===== config.mk =====
export PLATFORM = sky130hd
export DESIGN_NAME = ssp_divc
export DESIGN_NICKNAME = d
export VERILOG_FILES = /design/src/rtl/assert_macros.svh /design/src/rtl/ssp_pkg.sv /design/src/rtl/ssp_divc.sv
export SDC_FILE = /design/constraint.sdc
export NUM_CORES = 1
export LEC_CHECK = 0
export BUFFER_PORTS_ARGS = -buffer_cell sky130_fd_sc_hd__buf_2
export CORE_MARGIN = 2
export CORE_UTILIZATION = 58
export CTS_CLUSTER_SIZE = 25
export DETAILED_ROUTE_END_ITERATION = 8
export PLACE_DENSITY = 0.79
export SLEW_MARGIN = 20
export SYNTH_ARGS = -nofsm -noshare
export SYNTH_HDL_FRONTEND = slang
export SYNTH_SLANG_ARGS = --single-unit

===== constraint.sdc =====
create_clock -name aclk -period 12.3 [get_ports aclk]
set_input_delay 1.23 -clock aclk [delete_from_list [all_inputs] [get_ports aclk]]
set_output_delay 1.23 -clock aclk [all_outputs]
set_load 0.05 [all_outputs]

===== src/rtl/assert_macros.svh =====
// Assertion macros for the split-step phase operator RTL.
// Included by files that carry concurrent checks; no other dependencies.
`ifndef ASSERT_MACROS_SVH
`define ASSERT_MACROS_SVH

// Same-cycle implication, gated by the active-low reset
`define ASSERT_IMPLY(label, clk, rstn, pre, post, msg) \
    label: assert property (@(posedge clk) disable iff (!rstn) (pre) |-> (post)) \
        else $error(msg);

// Next-cycle implication, gated by the active-low reset
`define ASSERT_NEXT(label, clk, rstn, pre, post, msg) \
    label: assert property (@(posedge clk) disable iff (!rstn) (pre) |=> (post)) \
        else $error(msg);

`endif


===== src/rtl/ssp_pkg.sv =====
// Shared constants and types for the split-step phase operator.
// No dependencies; imported by ssp_divc and the top level.
package ssp_pkg;

    // Series length and number of angle doublings
    localparam int TAYLOR_TERMS = 10;
    localparam int SQUARINGS    = 20;

    // 1.0 in Q2.62
    localparam logic [63:0] ONE_Q62 = 64'h4000_0000_0000_0000;

    // Constant divider: remainder width, stage count, bytes retired per stage
    localparam int DIV_RW              = 4;
    localparam int DIV_STAGES          = 4;
    localparam int DIV_BYTES_PER_STAGE = 2;

    // Configuration register indexes
    typedef enum logic [1:0] {
        CFG_TIME_STEP      = 2'd0,
        CFG_TRAP_ENABLE    = 2'd1,
        CFG_REAL_TIME_MODE = 2'd2
    } cfg_index_t;

    // Values that ride along the series pipeline
    typedef struct packed {
        logic [63:0] u;
        logic [63:0] c;
        logic [63:0] s;
        logic [63:0] e;
    } taylor_side_t;

endpackage


===== src/rtl/ssp_divc.sv =====
// Pipelined truncating divide of a 64-bit value by a small constant.
// Depends on ssp_pkg for stage count and remainder width.
module ssp_divc #(
    parameter int K  = 3,
    parameter int SW = 1
) (
    input  logic          aclk,
    input  logic          aresetn,
    input  logic          en,
    input  logic          vld_in,
    input  logic [63:0]   dividend,
    input  logic [SW-1:0] side_in,
    output logic          vld_out,
    output logic [63:0]   quotient,
    output logic [SW-1:0] side_out
);
    import ssp_pkg::*;

    // Reciprocal exact for digit values below 2^12 and K up to 10
    localparam int                RECIP   = (65536 + K - 1) / K;
    localparam logic [16:0]       RECIP_C = 17'(RECIP);
    localparam logic [DIV_RW-1:0] DIVISOR = DIV_RW'(K);

    logic [63:0]       x_reg    [DIV_STAGES];
    logic [63:0]       q_reg    [DIV_STAGES];
    logic [DIV_RW-1:0] r_reg    [DIV_STAGES];
    logic [SW-1:0]     side_reg [DIV_STAGES];
    logic [DIV_STAGES-1:0] vld_reg;

    for (genvar g = 0; g < DIV_STAGES; g++) begin : g_stage
        logic [63:0]       x_cur, q_cur, x_next, q_next;
        logic [DIV_RW-1:0] r_cur, r_next;
        logic [SW-1:0]     sd_cur;
        logic              v_cur;
        logic [DIV_RW+7:0] v12;
        logic [DIV_RW+24:0] rprod;
        logic [7:0]        qd;
        logic [DIV_RW+7:0] rem;

        if (g == 0) begin : g_first
            assign x_cur  = dividend;
            assign q_cur  = '0;
            assign r_cur  = '0;
            assign sd_cur = side_in;
            assign v_cur  = vld_in;
        end else begin : g_rest
            assign x_cur  = x_reg[g-1];
            assign q_cur  = q_reg[g-1];
            assign r_cur  = r_reg[g-1];
            assign sd_cur = side_reg[g-1];
            assign v_cur  = vld_reg[g-1];
        end

        // Retire bytes MSB first: quotient digit by reciprocal, remainder by back-multiply
        always_comb begin
            x_next = x_cur;
            q_next = q_cur;
            r_next = r_cur;
            v12    = '0;
            rprod  = '0;
            qd     = '0;
            rem    = '0;
            for (int b = 0; b < DIV_BYTES_PER_STAGE; b++) begin
                v12    = {r_next, x_next[63:56]};
                rprod  = (DIV_RW + 25)'(v12) * (DIV_RW + 25)'(RECIP_C);
                qd     = rprod[23:16];
                rem    = v12 - (DIV_RW + 8)'((DIV_RW + 8)'(qd) * (DIV_RW + 8)'(DIVISOR));
                r_next = rem[DIV_RW-1:0];
                q_next = {q_next[55:0], qd};
                x_next = {x_next[55:0], 8'h00};
            end
        end

        always_ff @(posedge aclk) begin
            if (!aresetn) begin
                vld_reg[g] <= 1'b0;
            end else if (en) begin
                vld_reg[g] <= v_cur;
            end
        end

        always_ff @(posedge aclk) begin
            if (en) begin
                x_reg[g]    <= x_next;
                q_reg[g]    <= q_next;
                r_reg[g]    <= r_next;
                side_reg[g] <= sd_cur;
            end
        end
    end

    assign vld_out  = vld_reg[DIV_STAGES-1];
    assign quotient = q_reg[DIV_STAGES-1];
    assign side_out = side_reg[DIV_STAGES-1];

endmodule


==> results of run 1 <==
-- placed cells by master (no fill, tap or decap), drive strengths merged, types with 7 or more instances in the layout --
cell type / netlist / routed
nand2b: 11 / 11
a21o: 11 / 11
o21a: 14 / 14
inv: 590 / 595
nand3: 13 / 13
ha: 511 / 511
or3: 8 / 8
xnor2: 76 / 76
mux2i: 7 / 7
nor2: 37 / 37
o21ai: 40 / 40
nor2b: 7 / 7
a211oi: 11 / 11
edfxtp: 268 / 268
fa: 317 / 317
clkbuf: 1 / 41
buf: 1 / 139
xor2: 35 / 35
a21oi: 55 / 55
nand2: 35 / 35
nor3: 30 / 30
nand4: 14 / 14
a31oi: 9 / 9
clkinv: 0 / 9
-- Yosys cell counts, drive strengths merged, types with 30 or more instances --
library cell and instances:
a21oi 55, ha 511, fa 317, nand2 35
xor2 35, inv 590, nor3 30, edfxtp 268
nor2 37, xnor2 76, o21ai 40
-- what timing repair did --
action	CTS	global route
gates resized for setup	0	23
hold buffers	0	0
endpoints found under the setup margin	0	5
buffers inserted	0	3
-- per-layer routing --
layer	wire [um]	share of wire, %	vias to the layer above
li1	-	-	7497
met1	20200	42	7763
met2	24900	52	230
met3	1500	3.1	104
met4	1480	3.1	2
met5	13	0.027	-
-- layout make-up --
cell class	instances	share of cell area, %
Multi-Input combinational cell	1311	55.4
Inverter	590	7.62
Timing Repair Buffer	139	2.52
Clock buffer	41	3.12
Clock inverter	20	0.736
Sequential cell	272	28.0
Tap cell	600	2.58
Antenna cell	2	0.0172
-- cells by family after synthesis --
family / Yosys count
AOI/OAI and AO/OA: 182
xor gates and xnor gates: 115
adders and majority gates: 828
buffers and inverters: 592
DFF: 272
muxes: 7
other: 1
and+or+nand+nor: 178
-- through the flow --
stage               util [%]  hold WS [ps]  area (um2)  setup TNS, ps  std cells
floorplan                  -           400       26300              0       2175
global placement        61.6           402       27800              0       2909
detailed placement      61.6           405       27800           -117       2909
CTS                     64.1           410       28900              0       2970
global route            64.5           418       29100           -127       2973
finish                  64.5           410       29100              0       2975
-- path summary, 6_finish.rpt --
path / from / end / slack [ps] / cells past startpoint
max: x_reg[1][46]$_DFFE_PP_ / r_reg[2][3]$_DFFE_PP_ / 500 / 46
min: x_reg[0][6]$_DFFE_PP_ / x_reg[1][22]$_DFFE_PP_ / 410 / 0
min reg2reg: x_reg[0][6]$_DFFE_PP_ / x_reg[1][22]$_DFFE_PP_ / 410 / 0
max reg2reg: x_reg[1][46]$_DFFE_PP_ / r_reg[2][3]$_DFFE_PP_ / 500 / 46
==> impl_summary.md, run 1 <==
Status
The run finished with clean final reports.

Logic synthesis
For this run, the leading register cell type out of synthesis is sky130_fd_sc_hd__edfxtp_1. Of the synthesized area, sequential elements account for 30.9%. The number of nets produced by synthesis is 3,072.

The simple-gate portion of the synthesized area is 3.42%. Of all cell types, the one taking the most synthesized area is sky130_fd_sc_hd__edfxtp_1. The arithmetic-cell share of the synthesized area counting full adders, half adders and majority gates is 48.4%. Sorting the synthesized cells by area gives the leading types as sky130_fd_sc_hd__edfxtp_1 (31%), sky130_fd_sc_hd__ha_1 (24%), sky130_fd_sc_hd__fa_1 (24%), sky130_fd_sc_hd__inv_1 (8.4%), sky130_fd_sc_hd__xnor2_1 (2.5%).

In the synthesized netlist the async set-or-reset flop fraction comes to 0%. Averaged over all synthesized cells, the footprint is 12.1 um2. The combinational family with the most area after synthesis is adder cells.

In this run, synthesis inferred 268 flip-flops with an integrated enable. The synthesized netlist occupies a cell area of 0.0263 mm2. The number of distinct library cells after synthesis is 58.

In this run, synthesis produced a sequential element count of 272. The cell count after synthesis came out at 2,175. Of the post-synthesis cell area, the dominant cell type holds 30.6%.

The mux contribution to synthesized area is 0.266%. During synthesis, Yosys emitted a total of 0 warnings. After Yosys synthesis, XOR and XNOR cells account for 4.04% of the synthesized area. The complex-gate fraction of the synthesized area is 4.53%.

Clock network
For this design, the sink count on the clock tree is 272. For the worst-skew pair, the clock arrives at the later sink with an insertion delay of 540 ps. The clock passes through at most 3 buffers.

The clock root buffer is sky130_fd_sc_hd__clkbuf_16. The CTS tree is yes. The deepest level of the CTS H-tree is 2.

The number of clock buffers inserted by TritonCTS is 34. The clock-pin slew on the worst setup and hold paths is 60 ps.

Global routing
The total congestion overflow is 0. In the global route stage, met2 resource usage came out at 38.3%. The first global-routing pass estimated 81,700 um of wire.

The pin count of the biggest net entering global routing is 176. The via count of the first global-routing pass came to 17,548. For this run, global-route usage on met3 was measured as 3.47%. The met1 demand-to-capacity share in global routing is 26.6%. The initial antenna violation count was 3. The global-route total usage across every layer is 21.5%. In this run the most used layer during global routing was met2.

Timing
The worst slew margin relative to its limit is 33.6%. The clock tree skew after final layout is 10.6 ps. For the finished layout, the period the worst path requires is 11,800 ps. The final number of setup-violating endpoints is 0.

Setup repair after global routing could not meet its margin everywhere. Timing would allow up to 0.0847 GHz. The number of hold violations in the final report is 0. Across all setup checks in the final design, the least slack found is 500 ps. The final number of max-transition violations is 0.

For the pin with the worst max-slew slack, the measured transition is 996 ps. The worst path uses 95.9% of the clock period.

Floorplan
From bottom edge to top edge, the die measures 217 um. From left edge to right edge, the die measures 217 um. The die area is 0.0471 mm2. The floorplan step defined a core boundary enclosing 0.0451 mm2.

The effective utilization at floorplan is 58.4%. The total number of placement rows is 78. The number of placed I/O pins is 135.

Final layout
The area occupied by registers is 0.00813 mm2. Compared with the post-synthesis result, the final layout area differs by 10.4%. The register with the most flip-flops in the layout has 156 of them.

Counting the fill cells in the layout gives 3,420. The final layout net count is 3,245. The post-route netlist has 9.27% of its cells at a drive strength greater than 1. The multi-input combinational cells in the finished layout cover a total of 0.0161 mm2.

Worst setup path
The slowest cell on the critical path is sky130_fd_sc_hd__fa_1. The type of destination of the critical path is a register. Of all nets on the critical path, the largest fanout is 3.

On the worst path, the slowest cell contributes a delay of 550 ps. In this design, the critical path's most frequently occurring cell is sky130_fd_sc_hd__fa_1. Counting both buffers and inverters, the worst setup path holds a total of 9.

The endpoint required time on the critical path is 12,580 ps. The category of the worst setup path launch point is a register. On the critical path the largest part of the delay comes from adder cells. The start-to-end type of the worst setup path is register to register. STA puts the critical path data arrival time at 12,080 ps.

Detailed routing
The via-per-instance ratio is 5.24. For this run, design rule violations remaining after detail routing come to 0. The per-cell routed wire length is 16.1 um. The first-pass iteration count of the detailed router is 5. The first routing iteration left 750 violations.

The aggregate routed wire length is 48,000 um. Once detail routing completed, the nets flagged for antenna violations numbered 0. The routed layout has 15,596 vias.

Placed design
The number of buffer cells added on primary ports is 133. The placer congestion estimate is 0.905. Before CTS, the worst setup slack after placement is -117 ps. The sum of net half-perimeters after detailed placement is 39,600 um.

Job
The number of maximum-capacitance constraint violations is 0.

Worst hold path
The path class of the tightest hold or removal check is register to register.
Power of run 1 is left out: the tool's default activity adds up to more than one toggle a clock period on the data nets, which glitch-free logic cannot reach.
==> inputs of run 2 (changes only) <==
--- a/config.mk
+++ b/config.mk
@@ -11,6 +11,7 @@
 export CTS_CLUSTER_SIZE = 25
 export DETAILED_ROUTE_END_ITERATION = 8
 export PLACE_DENSITY = 0.79
+export RECOVER_POWER = 100
 export SLEW_MARGIN = 20
 export SYNTH_ARGS = -nofsm -noshare
 export SYNTH_HDL_FRONTEND = slang
==> constraint.sdc (replaced) <==
create_clock -name aclk -period 10.1 [get_ports aclk]
set_input_delay 1.01 -clock aclk [delete_from_list [all_inputs] [get_ports aclk]]
set_output_delay 1.01 -clock aclk [all_outputs]
set_load 0.05 [all_outputs]
==> impl_summary.md, run 2 (same netlist as run 1, synthesis figures left out) <==
Status
The flow ran to the end, but the final reports show violations. The final reports fail on capacitance limit, slew limit, setup timing.

Clock network
The number of buffers on the longest clock path is 3 (unchanged). TritonCTS built the clock tree. The insertion delay to the later sink of the worst-skew pair was 590 ps (+50 ps). The deepest level of the CTS H-tree is 1 (-1). The number of buffers added to fix hold violations after cts is 0 (unchanged). The number of clock buffers inserted by TritonCTS is 31 (-8.8%).

The clock root buffer is sky130_fd_sc_hd__clkbuf_16. The clock-pin slew on the worst setup and hold paths is 70 ps (about the same). The TritonCTS sink count is 272 (unchanged).

Timing
The clock tree skew after final layout is 19.7 ps (+9.09 ps). Setup repair after global routing could not meet its margin everywhere. The worst slew margin relative to its limit is -271% (-300 points). After layout, the worst path uses 112% of the clock period.

For the finished layout, the period the worst path requires is 11,270 ps. The transition time at the pin with the least slew margin came to 5570 ps (+4570 ps). The final number of max-transition violations is 275 (+275). The post-route worst hold slack is 406 ps (-4.27 ps).

The worst path setup slack after routing is -1170 ps (-1670 ps). The number of hold violations in the final report was 0 (unchanged). The final number of setup-violating endpoints is 14 (+14).

Timing would allow up to 0.0887 GHz.

Worst setup path
The critical path's largest stage delay is 600 ps (+50 ps). The slowest stage of the critical path is the sky130_fd_sc_hd__fa_1 cell. The endpoint required time on the critical path is 10,420 ps (-2160 ps).

The buffer and inverter count on the worst path is 9 (unchanged). The maximum fanout count along the critical path is 3 (unchanged). STA classifies the critical path startpoint as an input port. The critical path's most frequent cell is sky130_fd_sc_hd__fa_1. In this design, the largest share of critical-path delay is due to adder cells. The critical path is of the input port to register type.

The arrival time at the worst endpoint is 11,590 ps (-490 ps). The type of destination of the critical path is a register.

Detailed routing
The per-cell routed wire length was 16.7 um (+3.4%). The overall via count from detail_route is 17,029 (+9.2%). The final antenna-violating net count came to 0 (unchanged). The first-pass iteration count of the detailed router is 4 (-1). The starting DRC count in detailed routing is 665 (-11%). The via-per-instance ratio is 5.23 (-0.33%). The post-route DRC violation count is 0 (unchanged). The aggregate routed wire length was 54,400 um (+13%).

Global routing
The pin count of the biggest net entering global routing is 170 (-3.4%). The wire length of the first global-routing pass is 89,900 um (+10%). The global-route total usage across every layer is 23.5% (+2.0 points). The via count of the first global-routing pass is 19,105 (+8.9%).

The initial antenna violation count is 3 (unchanged). The total congestion overflow was 0 (unchanged).

Final layout
The final-layout fill cell count is 3,008 (-12%). Relative to the synthesized area, the layout overhead comes to 22.5%. The fraction of layout instances using a drive strength above 1 is 22.6% (+13 points). Leaving out fill and tap cells, the most frequent cell in the layout is sky130_fd_sc_hd__inv_1.

The number of flip-flops in the largest register is 156 (unchanged). The area of the multi-input gates is 0.0173 mm2 (+7.2%). The final layout net count came to 3,533 (+8.9%). The area occupied by registers is 0.00813 mm2 (unchanged). Leaving out fill and tap cells, the most frequent cells in the layout are sky130_fd_sc_hd__inv_1 (557), sky130_fd_sc_hd__ha_1 (459), sky130_fd_sc_hd__fa_1 (309), sky130_fd_sc_hd__buf_4 (275), sky130_fd_sc_hd__edfxtp_1 (268). The diode insertion count for antenna repair was 0 (-2).

Floorplan
The effective utilization at floorplan was 58.4% (unchanged). The total number of placement rows is 78 (unchanged). The die area is 0.0471 mm2 (unchanged). The height of the die was 217 um (unchanged). The floorplan die width is 217 um (unchanged). The number of placed I/O pins was 135 (unchanged). The floorplan core area is 0.0451 mm2 (unchanged).

Job
The number of maximum-capacitance constraint violations is 2 (+2).

Placed design
The number of buffer cells added on primary ports is 133 (unchanged). The placer congestion estimate is 0.880 (-2.8%). The sum of net half-perimeters after detailed placement is 41,500 um (+5.0%).

Worst hold path
The min-delay analysis places its worst path in the category register to register.
-- run 2: cell count changes in the layout (fill, tap and decap cells not counted), sizes merged --
cell,change
bufinv,-1
diode,-2
buf,+216
clkbuf,+70
clkinvlp,+1
-- run 2: repair_timing --
action	in CTS	in global routing
pin swaps	54	98
endpoints found under the setup margin	24	36
setup buffers	33	25
gates resized for setup	90	121
endpoints found under the hold margin	0	0
-- run 2: metal layers --
metal  vias to the layer above  share of wire, %  track usage (%)
li1                       8070                 -                -
met1                      8531                40             28.6
met2                       316                54             44.0
met3                       106               3.7             3.02
met4                         6               2.3             5.64
met5                         -             0.073                0
-- run 2: final timing paths --
| kind | endpoint | slack [ps] | cells past startpoint | from |
|---|---|---|---|---|
| worst min register to register | side_reg[2]$_DFFE_PP_ | 410 | 0 | side_reg[1]$_DFFE_PP_ |
| worst max-delay path | r_reg[0][3]$_DFFE_PP_ | -1170 | 42 | dividend[61] |
| worst max register to register | r_reg[2][3]$_DFFE_PP_ | -1090 | 43 | x_reg[1][46]$_DFFE_PP_ |
| worst min-delay path | side_reg[2]$_DFFE_PP_ | 410 | 0 | side_reg[1]$_DFFE_PP_ |
-- run 2: cell type report --
cell class / count / share of cell area, %
inverter: 590 / 6.87
tap: 600 / 2.33
multi-input combinational: 1311 / 53.5
sequential: 272 / 25.2
clock inverter: 20 / 0.555
clock buffer: 36 / 2.53
timing repair buffer: 430 / 8.99
-- run 2: per-stage QoR --
step / instances / utilization, % / instance area [um2] / setup TNS (ps) / setup slack, ps
floorplan: 2175 / - / 26700 / -2630 / -713
global placement: 3152 / 66.5 / 30000 / -6530 / -1000
detailed placement: 3152 / 66.5 / 30000 / -11190 / -1350
CTS: 3239 / 70.2 / 31700 / -5020 / -1090
global route: 3259 / 71.5 / 32300 / -20300 / -1620
finish: 3259 / 71.5 / 32300 / -8130 / -1170
-- run 2: worst register-to-register path, delay by kind of cell, from the launching register on --
family | cells | cell delay [ps]
flip-flops | 1 | 450
AO/OA/AOI/OAI | 11 | 2300
adder cells (fa/ha/maj) | 16 | 6520
buffers and inverters | 6 | 330
XOR/XNOR | 8 | 1200
AND/OR/NAND/NOR | 2 | 140
Power of run 2 is left out for the same reason.
==> inputs of run 3 (changes only) <==
--- a/config.mk
+++ b/config.mk
@@ -5,6 +5,7 @@
 export SDC_FILE = /design/constraint.sdc
 export NUM_CORES = 1
 export LEC_CHECK = 0
+export ABC_AREA = 1
 export BUFFER_PORTS_ARGS = -buffer_cell sky130_fd_sc_hd__buf_2
 export CORE_MARGIN = 2
 export CORE_UTILIZATION = 58
==> impl_summary.md, run 3 <==
Logic synthesis
The commonest cells after synthesis are sky130_fd_sc_hd__inv_1 (679), sky130_fd_sc_hd__ha_1 (511), sky130_fd_sc_hd__fa_1 (317). Ranked by total cell area, the synthesized netlist is headed by sky130_fd_sc_hd__edfxtp_1 (29%), sky130_fd_sc_hd__ha_1 (23%), sky130_fd_sc_hd__fa_1 (23%), sky130_fd_sc_hd__inv_1 (9.2%), sky130_fd_sc_hd__nand2_1 (3.3%). The combinational family with the most area after synthesis is adder cells. The commonest register cell after synthesis is sky130_fd_sc_hd__edfxtp_1.

The post-synthesis average cell area is 10.7 um2 (-12%). The xor and xnor area share after synthesis came to 3.33% (-0.70 points). The biggest area consumer among synthesized cells is sky130_fd_sc_hd__edfxtp_1. The area of the mapped netlist is 0.0278 mm2 (+5.8%). The arithmetic-cell share of the synthesized area counting full adders, half adders and majority gates is 45.8% (-2.6 points).

The number of distinct library cells after synthesis is 44 (-24%). Yosys instantiated no cell more often than sky130_fd_sc_hd__inv_1. The number of warnings printed during yosys synthesis is 0 (unchanged).

The number of nets produced by synthesis is 3,503 (+14%). The number of synthesized flops with an enable pin is 268 (unchanged). The register bit total from synthesis came to 272 (unchanged).

The sequential fraction of the synthesis area was 29.2% (-1.7 points). The complex-gate fraction of the synthesized area was 5.47% (+0.94 points). The share of async-settable or async-resettable flops after synthesis came to 0% (unchanged). The simple-gate portion of the synthesized area is 6.96% (+3.5 points). The gate count of the mapped netlist came to 2,606 (+20%).

The mux contribution to synthesized area is 0% (-0.27 points). The fraction of synthesized cell area taken by the top area cell type came to 28.9% (-1.7 points).

Worst hold path
The number of cells traversed by the worst hold path is 0 (unchanged). The endpoint of the worst hold path is x_reg[1][35]$_DFFE_PP_. The path class of the tightest hold or removal check is register to register. In this run the most critical hold path is launched from x_reg[0][19]$_DFFE_PP_.

Detailed routing
The aggregate routed wire length was 59,500 um (+9.3%). The first-pass iteration count of the detailed router is 5 (+1). The via-per-instance ratio is 5.19 (-0.65%). The post-route DRC violation count is 0 (unchanged). The final antenna-violating net count is 0 (unchanged).

The per-cell routed wire length came to 16.0 um (-4.0%). The starting DRC count in detailed routing came to 820 (+23%). The overall via count from detail_route is 19,270 (+13%).

Timing
The ratio of final minimum period to clock period is 104% (-7.2 points). The final period demand of the worst path was 10,550 ps (-722 ps). The transition time at the pin with the least slew margin is 4560 ps (-1000 ps). The number of hold violations in the final report came to 0 (unchanged).

Setup repair after global routing could not meet its margin everywhere. The clock tree skew after final layout came to 21.9 ps (+2.22 ps). The worst slew margin relative to its limit is -204% (+67 points). The final number of max-transition violations is 276 (+0.36%). The fmax was 0.0948 GHz (+6.8%). The final number of setup-violating endpoints is 4 (-10). The worst path setup slack after routing is -446 ps (+722 ps).

Worst setup path
The number of cells on the critical path is 49 (+17%). The type of destination of the critical path is a register. The endpoint required time on the critical path came to 10,440 ps (+20 ps). The critical path's largest stage delay is 550 ps (-50 ps).

The critical register-to-register path startpoint is r_reg[1][0]$_DFFE_PP_. The arrival time at the worst endpoint is 10,880 ps (-710 ps). The worst reg-to-reg path cell count was 49 (+14%). The critical path is of the register to register type. The kind of cell with the highest combined delay along the critical path is adder cells. The slowest stage of the critical path belongs to the cell sky130_fd_sc_hd__fa_1. The maximum fanout count along the critical path is 3 (unchanged). The buffer and inverter count on the worst path is 11 (+2). The flop-to-flop setup slack was -450 ps (+640 ps). The cell that appears most often on the critical path is sky130_fd_sc_hd__fa_1. STA classifies the critical path startpoint as a register. In this run the critical register-to-register path is captured at r_reg[2][3]$_DFFE_PP_.

Global routing
The via count of the first global-routing pass is 20,975 (+9.8%). The pin count of the biggest net entering global routing came to 190 (+12%). The global-route total usage across every layer came to 24.1% (+0.61 points).

The wire length of the first global-routing pass came to 97,500 um (+8.5%). The initial antenna violation count is 2 (-1). The total congestion overflow came to 0 (unchanged).

Floorplan
The die area is 0.0498 mm2 (+5.7%). The height of the die is 223 um (+2.8%). The floorplan die width was 223 um (+2.8%).

The floorplan core area is 0.0475 mm2 (+5.5%). The total number of placement rows came to 80 (+2.6%). The number of placed I/O pins is 135 (unchanged).

The effective utilization at floorplan was 58.6% (+0.17 points).

Final layout
The final-layout fill cell count came to 3,323 (+10%). The fraction of layout instances using a drive strength above 1 is 21.3% (-1.3 points). Leaving out fill and tap cells, the most frequent cell in the layout is sky130_fd_sc_hd__inv_1. The area occupied by registers was 0.00813 mm2 (unchanged). The number of flip-flops in the largest register is 156 (unchanged). The library cells used most frequently in the layout, excluding fill and tap cells, are sky130_fd_sc_hd__inv_1 (643), sky130_fd_sc_hd__ha_1 (449), sky130_fd_sc_hd__fa_1 (305), sky130_fd_sc_hd__buf_4 (280), sky130_fd_sc_hd__edfxtp_1 (268).

The relative area change from synthesis to final layout is 21.5%. The final layout net count is 3,969 (+12%). The area of the multi-input gates is 0.0184 mm2 (+6.7%).

Clock network
The deepest level of the CTS H-tree was 1 (unchanged). The clock root buffer is sky130_fd_sc_hd__clkbuf_16. The number of buffers on the longest clock path is 3 (unchanged). The insertion delay to the later sink of the worst-skew pair was 580 ps (about the same). The clock-pin slew on the worst setup and hold paths was 70 ps (about the same). The CTS tree is yes. The TritonCTS sink count was 272 (unchanged). The number of clock buffers inserted by TritonCTS is 31 (unchanged).

Placed design
The sum of net half-perimeters after detailed placement came to 47,400 um (+14%). The placer congestion estimate is 0.914 (+3.9%). The number of buffer cells added on primary ports is 133 (unchanged).

The worst setup timing slack at the placement stage is -921 ps (+429 ps).

Status
The final reports fail on capacitance limit, slew limit, setup timing. The flow ran to the end, but the final reports show violations.

Job
The number of maximum-capacitance constraint violations came to 2 (unchanged).
==> run 3: layout make-up <==
class	count	share of cell area [%]
inverter	685	7.62
multi-input combinational	1648	54.5
clock buffer	34	2.33
timing repair buffer	434	8.64
tap	615	2.28
sequential	272	24.0
antenna	1	0.00740
clock inverter	23	0.596
==> run 3: metrics by stage <==
stage	setup TNS (ps)	instances	util, %	hold WS, ps	instance area [um2]
2_1_floorplan	-35.8	2606	-	400	28200
3_3_place_gp	-2170	3599	66.2	400	31500
3_5_place_dp	-4750	3599	66.2	405	31500
4_1_cts	-973	3685	69.9	400	33200
5_1_grt	-4930	3711	71.1	414	33800
6_report	-1120	3712	71.1	400	33800
==> run 3: worst max-delay path by stage <==
stage	start	to	slack [ps]
finish	r_reg[1][0]$_DFFE_PP_	r_reg[2][3]$_DFFE_PP_	-450
global route	x_reg[1][46]$_DFFE_PP_	r_reg[2][3]$_DFFE_PP_	-800
CTS	r_reg[1][0]$_DFFE_PP_	r_reg[2][3]$_DFFE_PP_	-480
detailed placement	dividend[62]	r_reg[0][3]$_DFFE_PP_	-920
global placement	dividend[62]	r_reg[0][3]$_DFFE_PP_	-670
floorplan	dividend[60]	r_reg[0][3]$_DFFE_PP_	-40
==> run 3: logic make-up after synthesis <==
| group | after synthesis |
|---|---|
| flip-flops | 272 |
| XOR/XNOR | 102 |
| AND/OR/NAND/NOR | 447 |
| adder cells (fa/ha/maj) | 828 |
| AO/OA/AOI/OAI | 270 |
| other | 1 |
| buffers and inverters | 686 |
==> run 3: repair_timing <==
| action | 4_1_cts | 5_1_grt |
|---|---|---|
| pin swaps | 96 | 79 |
| endpoints found under the setup margin | 10 | 26 |
| buffers inserted | 29 | 26 |
| resized for setup | 113 | 132 |
| hold buffers | 0 | 0 |
==> run 3: per-layer routing <==
metal | global-route usage [%] | part of all wire (%) | routed length [um] | vias to the layer above
met5 | 0 | 0.022 | 13 | -
met4 | 6.97 | 3.0 | 1780 | 2
met3 | 3.41 | 3.6 | 2150 | 119
met2 | 43.6 | 52 | 30800 | 354
met1 | 30.0 | 42 | 24800 | 9429
li1 | - | - | - | 9366
Power of run 3 is left out for the same reason.
